$ cat src/hdl/srrs_pkg.sv
// ----------------------------------------------------------------------------
// srrs_pkg
// Shared types and character codes for the small residue run scanner.
// ----------------------------------------------------------------------------
`default_nettype none

package srrs_pkg;

    // scan phases, one-hot
    typedef enum logic [6:0] {
        PH_FIRST  = 7'b0000001,
        PH_NAME   = 7'b0000010,
        PH_CHAIN  = 7'b0000100,
        PH_SKIP   = 7'b0001000,
        PH_SECOND = 7'b0010000,
        PH_THIRD  = 7'b0100000,
        PH_FOURTH = 7'b1000000
    } t_phase;

    localparam logic [7:0] CH_G       = 8'h47;
    localparam logic [7:0] CH_A       = 8'h41;
    localparam logic [7:0] CH_S       = 8'h53;
    localparam logic [7:0] CH_T       = 8'h54;
    localparam logic [7:0] CH_C       = 8'h43;
    localparam logic [7:0] CH_HEADER  = 8'h3E;
    localparam logic [7:0] CH_NEWLINE = 8'h0A;

    localparam logic [2:0] LEN_TWO   = 3'd2;
    localparam logic [2:0] LEN_THREE = 3'd3;
    localparam logic [2:0] LEN_FOUR  = 3'd4;

    localparam logic [1:0] BACK_TWO   = 2'd2;
    localparam logic [1:0] BACK_THREE = 2'd3;

    localparam int START_BITS = 20;

    // one record leaving the step logic
    typedef struct packed {
        logic                  vld;
        logic [31:0]           residues;
        logic [2:0]            length;
        logic [START_BITS-1:0] start;
    } t_rec;

    function automatic logic is_small(input logic [7:0] c);
        return (c == CH_G) || (c == CH_A) || (c == CH_S) || (c == CH_T) || (c == CH_C);
    endfunction

endpackage

`default_nettype wire

$ cat src/hdl/srrs_step.sv
// ----------------------------------------------------------------------------
// srrs_step
// Next-state and record logic for one character of the scan.
// ----------------------------------------------------------------------------
`default_nettype none

module srrs_step #(
    parameter int POSITION_BITS = 20
) (
    input  wire srrs_pkg::t_phase           i_phase,
    input  wire logic [1:0]                 i_hdr_idx,
    input  wire logic [31:0]                i_name,
    input  wire logic [7:0]                 i_chain,
    input  wire logic [POSITION_BITS-1:0]   i_count,
    input  wire logic [23:0]                i_buf,
    input  wire logic [7:0]                 i_char,
    output srrs_pkg::t_phase                o_phase,
    output logic [1:0]                      o_hdr_idx,
    output logic [31:0]                     o_name,
    output logic [7:0]                      o_chain,
    output logic [POSITION_BITS-1:0]        o_count,
    output logic [23:0]                     o_buf,
    output srrs_pkg::t_rec                  o_rec
);
    import srrs_pkg::*;

    logic                                   is_sm;
    logic [POSITION_BITS-1:0]               cnt_inc;
    logic [1:0]                             back;
    logic [POSITION_BITS-1:0]               back_ext;
    logic [POSITION_BITS-1:0]               diff;
    logic [POSITION_BITS+START_BITS-1:0]    diff_wide;

    assign is_sm = is_small(i_char);

    // position count saturates at all ones, newlines not counted
    assign cnt_inc = ((i_char != CH_NEWLINE) && !(&i_count)) ? i_count + 1'b1 : i_count;

    // only a run of two closes in the third-byte phase
    assign back      = (i_phase == PH_THIRD) ? BACK_TWO : BACK_THREE;
    assign back_ext  = {{(POSITION_BITS-2){1'b0}}, back};
    assign diff      = (cnt_inc >= back_ext) ? cnt_inc - back_ext : '0;
    assign diff_wide = {{START_BITS{1'b0}}, diff};

    always_comb begin
        o_phase        = i_phase;
        o_hdr_idx      = i_hdr_idx;
        o_name         = i_name;
        o_chain        = i_chain;
        o_count        = i_count;
        o_buf          = i_buf;
        o_rec.vld      = 1'b0;
        o_rec.residues = '0;
        o_rec.length   = LEN_THREE;
        o_rec.start    = diff_wide[START_BITS-1:0];

        case (i_phase)
            PH_NAME: begin
                o_name[{i_hdr_idx, 3'b000} +: 8] = i_char;
                if (i_hdr_idx == 2'd3) begin
                    o_hdr_idx = 2'd0;
                    o_phase   = PH_CHAIN;
                end else begin
                    o_hdr_idx = i_hdr_idx + 2'd1;
                end
            end
            PH_CHAIN: begin
                o_chain = i_char;
                o_phase = PH_SKIP;
            end
            PH_SKIP: begin
                if (i_char == CH_NEWLINE) begin
                    o_phase = PH_FIRST;
                end
            end
            PH_SECOND: begin
                o_count = cnt_inc;
                if (is_sm) begin
                    o_buf[15:8] = i_char;
                    o_phase     = PH_THIRD;
                end else begin
                    o_buf   = '0;
                    o_phase = PH_FIRST;
                end
            end
            PH_THIRD: begin
                o_count = cnt_inc;
                if (is_sm) begin
                    o_buf[23:16] = i_char;
                    o_phase      = PH_FOURTH;
                end else begin
                    o_rec.vld      = 1'b1;
                    o_rec.residues = {16'b0, i_buf[15:0]};
                    o_rec.length   = LEN_TWO;
                    o_buf          = '0;
                    o_phase        = PH_FIRST;
                end
            end
            PH_FOURTH: begin
                o_count   = cnt_inc;
                o_rec.vld = 1'b1;
                if (is_sm) begin
                    o_rec.residues = {i_char, i_buf};
                    o_rec.length   = LEN_FOUR;
                end else begin
                    o_rec.residues = {8'b0, i_buf};
                    o_rec.length   = LEN_THREE;
                end
                o_buf   = '0;
                o_phase = PH_FIRST;
            end
            default: begin
                // group start, also recovers from a bad phase code
                o_phase = PH_FIRST;
                if (i_char == CH_HEADER) begin
                    o_count   = '0;
                    o_name    = '0;
                    o_hdr_idx = 2'd0;
                    o_phase   = PH_NAME;
                end else begin
                    o_count = cnt_inc;
                    if (is_sm) begin
                        o_buf   = {16'b0, i_char};
                        o_phase = PH_SECOND;
                    end
                end
            end
        endcase
    end

endmodule

`default_nettype wire

$ cat src/hdl/small_residue_run_scanner_core.sv
// ----------------------------------------------------------------------------
// small_residue_run_scanner_core
// Scans a FASTA byte stream and reports runs of two to four small residues.
// ----------------------------------------------------------------------------
//  channel  direction  handshake           payload
//  input    in         i_valid / o_ready   i_char_code
//  result   out        o_valid / i_ready   o_run_residues, o_run_length,
//                                          o_protein_id, o_chain_code,
//                                          o_start_position
//
//  one character per clock while o_ready is high; the scan state updates on the accepting edge
//  a record shows on the outputs the cycle after the character that closes it
//  o_ready stays high while the result register is empty or being drained,
//  so a word can be taken every cycle with the output side ready
//  synchronous active-low reset returns the scanner to group start, count zero
// ----------------------------------------------------------------------------
`default_nettype none

module small_residue_run_scanner_core #(
    parameter int POSITION_BITS = 20
) (
    input  wire logic        i_clk,
    input  wire logic        i_rst_n,
    input  wire logic        i_valid,
    output logic             o_ready,
    input  wire logic [7:0]  i_char_code,
    output logic             o_valid,
    input  wire logic        i_ready,
    output logic [31:0]      o_run_residues,
    output logic [2:0]       o_run_length,
    output logic [31:0]      o_protein_id,
    output logic [7:0]       o_chain_code,
    output logic [19:0]      o_start_position
);
    import srrs_pkg::*;

    t_phase                   r_phase,   n_phase;
    logic [1:0]               r_hdr_idx, n_hdr_idx;
    logic [31:0]              r_name,    n_name;
    logic [7:0]               r_chain,   n_chain;
    logic [POSITION_BITS-1:0] r_count,   n_count;
    logic [23:0]              r_buf,     n_buf;
    t_rec                     n_rec;

    logic                     r_out_valid;
    logic [31:0]              r_out_residues;
    logic [2:0]               r_out_length;
    logic [31:0]              r_out_name;
    logic [7:0]               r_out_chain;
    logic [START_BITS-1:0]    r_out_start;

    logic                     in_fire;

    assign o_ready = !r_out_valid || i_ready;
    assign in_fire = i_valid && o_ready;

    srrs_step #(
        .POSITION_BITS (POSITION_BITS)
    ) u_step (
        .i_phase   (r_phase),
        .i_hdr_idx (r_hdr_idx),
        .i_name    (r_name),
        .i_chain   (r_chain),
        .i_count   (r_count),
        .i_buf     (r_buf),
        .i_char    (i_char_code),
        .o_phase   (n_phase),
        .o_hdr_idx (n_hdr_idx),
        .o_name    (n_name),
        .o_chain   (n_chain),
        .o_count   (n_count),
        .o_buf     (n_buf),
        .o_rec     (n_rec)
    );

    always_ff @(posedge i_clk) begin
        if (!i_rst_n) begin
            r_phase   <= PH_FIRST;
            r_hdr_idx <= '0;
            r_name    <= '0;
            r_chain   <= '0;
            r_count   <= '0;
            r_buf     <= '0;
        end else if (in_fire) begin
            r_phase   <= n_phase;
            r_hdr_idx <= n_hdr_idx;
            r_name    <= n_name;
            r_chain   <= n_chain;
            r_count   <= n_count;
            r_buf     <= n_buf;
        end
    end

    always_ff @(posedge i_clk) begin
        if (!i_rst_n) begin
            r_out_valid <= 1'b0;
        end else if (o_ready) begin
            r_out_valid <= in_fire && n_rec.vld;
        end
    end

    // record payload; name and chain are stable while a run is open
    always_ff @(posedge i_clk) begin
        if (in_fire && n_rec.vld) begin
            r_out_residues <= n_rec.residues;
            r_out_length   <= n_rec.length;
            r_out_start    <= n_rec.start;
            r_out_name     <= r_name;
            r_out_chain    <= r_chain;
        end
    end

    assign o_valid          = r_out_valid;
    assign o_run_residues   = r_out_residues;
    assign o_run_length     = r_out_length;
    assign o_protein_id     = r_out_name;
    assign o_chain_code     = r_out_chain;
    assign o_start_position = r_out_start;

endmodule

`default_nettype wire

$ cat config.mk
export PLATFORM = sky130hd
export DESIGN_NAME = small_residue_run_scanner_core
export DESIGN_NICKNAME = d
export VERILOG_FILES = /design/src/hdl/srrs_pkg.sv /design/src/hdl/srrs_step.sv /design/src/hdl/small_residue_run_scanner_core.sv
export SDC_FILE = /design/constraint.sdc
export NUM_CORES = 1
export LEC_CHECK = 0
export ABC_CLOCK_PERIOD_IN_PS = 11650
export BUFFER_PORTS_ARGS = -buffer_cell sky130_fd_sc_hd__buf_4
export CORE_UTILIZATION = 55
export DETAILED_ROUTE_END_ITERATION = 8
export PLACE_DENSITY = 0.8
export RECOVER_POWER = 25
export SYNTH_ARGS = -nofsm -noshare
export SYNTH_HDL_FRONTEND = slang
export SYNTH_SLANG_ARGS = --single-unit
$ cat constraint.sdc
create_clock -name i_clk -period 11.65 [get_ports i_clk]
set_input_delay 2.33 -clock i_clk [delete_from_list [all_inputs] [get_ports i_clk]]
set_output_delay 2.33 -clock i_clk [all_outputs]
set_load 0.01 [all_outputs]
==> results.yml, run 1 <==
clock_tree:
  clock-sinks: 189
  clk_pin_slew_ns: 0.07
  cts_setup_buffers: 0
  cts_tree: "yes"
  clock_path_buffers: 2
  cts_made_buffers: 17
  ctsHoldBuffers: 0
  clk-insertion-delay-late_ns: 0.44
  cts-resized-gates: 0
  clock-root-buffer: "clkbuf_16"
  htree_levels: 4
route:
  drcViolationCount: 0
  drt-pass1-iter-count: 8
  viasPerCell: 5.77
  route.vias.total: 6291
  final_antenna_net_count: 0
  wire_per_inst_um: 16.7
  drt_iter0_drc: 561
  routed_wl_um: 18200
place:
  place_congestion: 0.930
  io_buffers: 108
  preCtsSetupSlack_ns: 5.78
  dpl_cell_area_mm2: 0.00940
  hpwl_um: 12000
  placed_cells: 1058
setup_path:
  cp_cell_sequence: "buf_4 -> or4_1 -> nor2_1 -> a21oi_1 -> xnor2_1 -> ha_1 -> o21ai_1 -> a211o_1 -> nor4_4 -> nor3_1"
  cp_max_fo: 17
  crit_path_start_kind: "primary input"
  worstPathRequired_ns: 11.80
  crit_start: "i_char_code[0]"
  r2r_start: "r_count[0]"
  cpMaxStageDelayCell: "nor4_4"
  endpoint_kind: "flop"
  path_class: "primary input to flop"
  reg2reg_depth: 10
  r2r_slack_ns: 7.57
  critical_path.max_stage_delay_ns: 0.87
  arrival_ns: 5.66
  crit_path_end: "o_start_position[19]"
  r2r_end: "o_start_position[19]"
power_and_ir_drop:
  ir_drop_v: 0.0000950
  p_per_area_mw_per_mm2: 135
  p_leak_uw: 0.00339
grt:
  globalRouteOverflowTotal: 0
  grt_pass1_wl_um: 29100
  grt_pass1_vias: 5781
  grt_max_degree: 93
  grt_use_total: 0.231
  antenna_found_initial: 0
synth:
  yosys_most_used_dff: "edfxtp_1"
  ys_ff_latch: 189
  synth_area_mm2: 0.00852
  yosys.cell_types.count: 77
  synth_top_area_share: 0.335
  synthArstFlopShare: 0
  synth_top_cell_by_area: "edfxtp_1"
  syn-instance-count: 805
  ys_warn_count: 0
  post-synth-top-count-cell: "edfxtp_1"
  synth_seq_area_share: 0.556
  avgSynthCellArea_um2: 10.6
  ys_top_cells_by_area: "edfxtp_1 (33%), dfxtp_1 (22%), a21boi_0 (3.5%), nand2_1 (3.3%), and2_1 (2.8%)"
  synth_edf_count: 95
  yosys-top-cells-count: "edfxtp_1 (95), dfxtp_1 (94), nand2_1 (76), nand3_1 (47), nor2_1 (41)"
die:
  rows: 45
  die_x_um: 126
  die_area_mm2: 0.0160
  core_mm2: 0.0151
  pin_count: 109
  start_util: 0.562
  dieHeight_um: 126
layout:
  final_nets: 910
  drive_above_1_share: 0.137
  fill_cells: 1253
  stdcell_count: 1090
  design_area_mm2: 0.00980
  antennaDiodeCount: 0
  syn2layout_area_growth_pct: 15.1
sta:
  fmax_ghz: 0.182
  fin_worst_skew_ns: 0.0146
  finalCritPeriodShare: 0.473
  layout_setup_ws_ns: 6.14
  drv_slew: 0
  worst_pin_slew_ns: 0.935
  maxSlewHeadroom: 0.372
  rsz0062_at_grt: "no"
  hold_viol: 0
  finalCriticalPeriod_ns: 5.51
  finalSetupTns_ns: 0
  finalSetupViolCount: 0
outcome:
  status: "finished, final reports clean"
min_path:
  hold_path_class: "flop to flop"
run:
  max_cap_viol_count: 0
==> power by group <==
part / switching (uW) / leakage, uW / total, uW / internal, uW
combinational: 41.6 / 0.00148 / 67.8 / 26.3
sequential: 1.46 / 0.00163 / 698 / 697
clock: 266 / 0.000275 / 559 / 293
total: 309 / 0.00339 / 1330 / 1020
==> metrics by stage <==
step / power (uW) / utilization / hold WS (ns)
global placement: 779 / 0.621 / 0.411
detailed placement: 781 / 0.621 / 0.413
CTS: 1330 / 0.659 / 0.424
floorplan: 764 / - / 0.404
finish: 1330 / 0.647 / 0.423
global route: 1360 / 0.647 / 0.443
==> cells in the final DEF, fill, tap and decap left out, drive strengths merged, types with 6 or more instances in the layout <==
cell / count
xor2: 12
nand3: 48
mux2i: 12
clkbuf: 65
o21ai: 29
nor2: 42
dfxtp: 94
and3: 20
o21a: 10
nand2: 77
nand4: 8
clkinv: 6
edfxtp: 95
a21oi: 16
buf: 65
ha: 9
and2: 39
a22oi: 16
a21boi: 40
inv: 20
or2: 6
nor3: 24
nor2b: 36
xnor2: 21
nor4: 12
==> worst min path at each step <==
| stage | startpoint | to | slack, ns | cells after the start |
|---|---|---|---|---|
| finish | r_buf[15] | r_buf[15] | 0.42 | 2 |
| global route | r_buf[15] | r_buf[15] | 0.44 | 2 |
| CTS | r_buf[15] | r_buf[15] | 0.42 | 2 |
| detailed placement | r_chain[5] | o_chain_code[5] | 0.41 | 0 |
| global placement | r_buf[13] | r_buf[13] | 0.41 | 2 |
| floorplan | r_buf[11] | r_buf[11] | 0.40 | 2 |
==> registers in the layout, summed over array words and instances (netlist names), 7 cells and up <==
register,flops
r_chain,8
r_count,20
o_run_residues,32
r_buf,24
o_protein_id,32
r_name,32
o_start_position,20
o_chain_code,8
r_phase,7
==> area by class of cell <==
cell class	count	area, um2	share of cell area
multi-input cells	554	3540	0.361
flip-flops and latches	189	4730	0.483
repair buffers	112	664	0.0678
clock inverters	14	124	0.0126
clock buffers	18	450	0.0459
well taps	188	235	0.0240
inverters	15	57.6	0.00587
==> cells by family (layout without fill, tap and decap cells) <==
family	after synthesis	count (layout)	share of synthesized area
simple gates	338	338	0.216
flops	189	189	0.556
compound gates	157	157	0.133
buf+inv	64	159	0.0313
xor+xnor	33	33	0.0339
mux	13	13	0.0154
fa+ha+maj	10	10	0.0144
other cells	1	3	0.000440
==> per-layer routing <==
layer	vias to the layer above	share of wire	GRT usage
met5	-	0	0
met1	2966	0.45	0.303
li1	3064	-	-
met4	0	0.019	0.0829
met2	220	0.48	0.383
met3	41	0.054	0.0456
==> worst max-delay path, delay by kind of cell <==
| family | cells | cell delay [ns] |
|---|---|---|
| compound gates | 3 | 0.67 |
| xor+xnor | 1 | 0.27 |
| fa+ha+maj | 1 | 0.27 |
| buf+inv | 1 | 0.18 |
| simple gates | 4 | 1.95 |
Note: power is estimated with default switching activity, not from simulation.
==> run 2: changes to the inputs <==
--- a/config.mk
+++ b/config.mk
@@ -5,11 +5,12 @@
 export SDC_FILE = /design/constraint.sdc
 export NUM_CORES = 1
 export LEC_CHECK = 0
-export ABC_CLOCK_PERIOD_IN_PS = 11650
+export ABC_AREA = 1
+export ABC_CLOCK_PERIOD_IN_PS = 4850
 export BUFFER_PORTS_ARGS = -buffer_cell sky130_fd_sc_hd__buf_4
-export CORE_UTILIZATION = 55
+export CORE_UTILIZATION = 53
 export DETAILED_ROUTE_END_ITERATION = 8
-export PLACE_DENSITY = 0.8
+export PLACE_DENSITY = 0.81
 export RECOVER_POWER = 25
 export SYNTH_ARGS = -nofsm -noshare
 export SYNTH_HDL_FRONTEND = slang
==> constraint.sdc (replaced) <==
create_clock -name i_clk -period 4.85 [get_ports i_clk]
set_input_delay 0.97 -clock i_clk [delete_from_list [all_inputs] [get_ports i_clk]]
set_output_delay 0.97 -clock i_clk [all_outputs]
set_load 0.01 [all_outputs]
==> run 2 against run 1 <==
Via count is 18% higher; sequential share of layout area decreased by 2.2 points; worst setup slack got worse by 4.8 ns; critical path type is now flop to flop.
==> results.yml, run 2 <==
setup_path:
  cp_max_fo: 20
  r2r_end: "r_name[10]"
  worstPathRequired_ns: 5.20
  r2r_slack_ns: 1.35
  reg2reg_depth: 11
  r2r_start: "r_phase[4]"
  arrival_ns: 3.85
  endpoint_kind: "flop"
  critical_path.max_stage_delay_ns: 0.64
  cpMaxStageDelayCell: "nor3_2"
  cp_cell_sequence: "nor2_1 -> nand2_1 -> inv_1 -> nand2_1 -> inv_1 -> nor2_1 -> nor3_2 -> o21ai_0 -> inv_1 -> nand2_1 -> a21oi_1"
  crit_path_start_kind: "flop"
  path_class: "flop to flop"
min_path:
  hold_end: "o_chain_code[4]"
  hold_path_class: "flop to flop"
  min_delay_path_depth: 0
  min_from: "r_chain[4]"
sta:
  drv_slew: 0
  finalCriticalPeriod_ns: 3.50
  holdWs_ns: 0.433
  fmax_ghz: 0.286
  maxSlewHeadroom: 0.202
  finalCritPeriodShare: 0.721
  rsz0062_at_grt: "no"
  finalSetupViolCount: 0
  worst_pin_slew_ns: 1.20
  fin_worst_skew_ns: 0.00854
  hold_viol: 0
  finalSetupTns_ns: 0
layout:
  design_area_mm2: 0.0103
  regArea_mm2: 0.00473
  syn2layout_area_growth_pct: 15.8
  stdcell_count: 1414
  fill_cells: 1373
  drive_above_1_share: 0.139
  multi_input_area_mm2: 0.00348
  final_cell_mix: "nand2_1 (279), inv_1 (132), nor2_1 (117)"
  layout_commonest_cell: "nand2_1"
  antennaDiodeCount: 0
  final_nets: 1206
route:
  route.vias.total: 7432
  viasPerCell: 5.26
  drt-pass1-iter-count: 5
  wire_per_inst_um: 14.4
  drt_iter0_drc: 734
  final_antenna_net_count: 0
  drcViolationCount: 0
  routed_wl_um: 20400
place:
  placed_cells: 1382
  io_buffers: 108
  place_congestion: 0.887
  dpl_cell_area_mm2: 0.00988
  hpwl_um: 14200
clock_tree:
  clock-sinks: 189
  clock-root-buffer: "clkbuf_16"
  ctsHoldBuffers: 0
  cts_tree: "yes"
  clk-insertion-delay-late_ns: 0.44
  htree_levels: 4
  clk_pin_slew_ns: 0.07
  cts-resized-gates: 0
  cts_made_buffers: 17
  clock_path_buffers: 2
  cts_setup_buffers: 0
grt:
  grt_max_degree: 65
  globalRouteOverflowTotal: 0
  grt_busiest_layer: "met2"
  grt_use_total: 0.238
  antenna_found_initial: 0
  grt_pass1_vias: 6841
  grt_pass1_wl_um: 32900
  use_met1: 0.304
  globalRouteMet3Util: 0.0355
  use_met2: 0.401
synth:
  avgSynthCellArea_um2: 8.22
  ys_ff_latch: 189
  synthArstFlopShare: 0
  post-synth-top-count-cell: "nand2_1"
  ys_warn_count: 0
  synth_edf_count: 95
  yosys.cell_types.count: 42
  synth_seq_area_share: 0.533
  synth_top_area_share: 0.321
  syn-instance-count: 1080
  yosys_most_used_dff: "edfxtp_1"
  synth_area_mm2: 0.00888
  synth_top_cell_by_area: "edfxtp_1"
  ys_top_cells_by_area: "edfxtp_1 (32%), dfxtp_1 (21%), nand2_1 (12%), inv_1 (5.6%), a21oi_1 (5.0%)"
  yosys-top-cells-count: "nand2_1 (279), inv_1 (132), nor2_1 (118), edfxtp_1 (95), dfxtp_1 (94)"
power_and_ir_drop:
  p_leak_uw: 0.00398
  ir_drop_v: 0.000239
  p_per_area_mw_per_mm2: 317
run:
  max_cap_viol_count: 0
die:
  dieHeight_um: 131
  core_mm2: 0.0161
  rows: 46
  pin_count: 109
  start_util: 0.551
  die_area_mm2: 0.0173
  die_x_um: 131
outcome:
  status: "finished, final reports clean"
## run 2: final cells by class
cell class	instances	area share
multi-input cells	723	0.338
flip-flops and latches	189	0.461
well taps	216	0.0263
inverters	141	0.0515
repair buffers	113	0.0682
clock inverters	14	0.0124
clock buffers	18	0.0427
## run 2: how the worst max path moves through the flow
| stage | startpoint | endpoint | slack, ns | cells past startpoint |
|---|---|---|---|---|
| final | r_phase[4] | r_name[10] | 1.35 | 11 |
| after floorplan | i_char_code[2] | o_chain_code[0] | 0.02 | 8 |
| after CTS | r_phase[3] | r_name[10] | 1.42 | 12 |
| after global routing | r_phase[1] | r_name[10] | 0.97 | 10 |
| after global placement | i_char_code[1] | o_start_position[3] | 1.31 | 16 |
| after detailed placement | i_char_code[4] | o_start_position[2] | 1.21 | 15 |
## run 2: report_power, final
part | total, uW | internal, uW | switching [uW]
combinational | 227 | 70.8 | 156
clock | 1330 | 690 | 643
sequential | 1700 | 1690 | 7.95
total | 3260 | 2450 | 807
## run 2: critical path: cells and delay by family, from the launching register on
family	cells	cell delay [ns]
buffers and inverters	3	0.80
flip-flops	1	0.35
AO/OA/AOI/OAI	2	0.78
AND/OR/NAND/NOR	6	1.48
## run 2: metrics by stage
step	setup slack [ns]	util	power [uW]
4_1_cts	1.42	0.649	3270
6_report	1.35	0.638	3260
2_1_floorplan	0.0165	-	1900
3_3_place_gp	1.31	0.613	1960
5_1_grt	0.970	0.638	3360
3_5_place_dp	1.21	0.613	1970
## run 2: metal layers
metal / wire length [um] / up-vias
met2: 9970 / 267
met1: 8780 / 3412
met3: 1140 / 32
met5: 0 / -
met4: 462 / 0
li1: - / 3721
## run 2: logic make-up (layout without fill, tap and decap cells)
group | after synthesis | in the layout | share of synthesized area
AO/OA/AOI/OAI | 136 | 136 | 0.0834
XOR/XNOR | 5 | 5 | 0.00493
adder cells (fa/ha/maj) | 9 | 9 | 0.0127
buffers and inverters | 170 | 286 | 0.0769
flip-flops | 189 | 189 | 0.533
other | 1 | 3 | 0.000422
AND/OR/NAND/NOR | 570 | 570 | 0.288
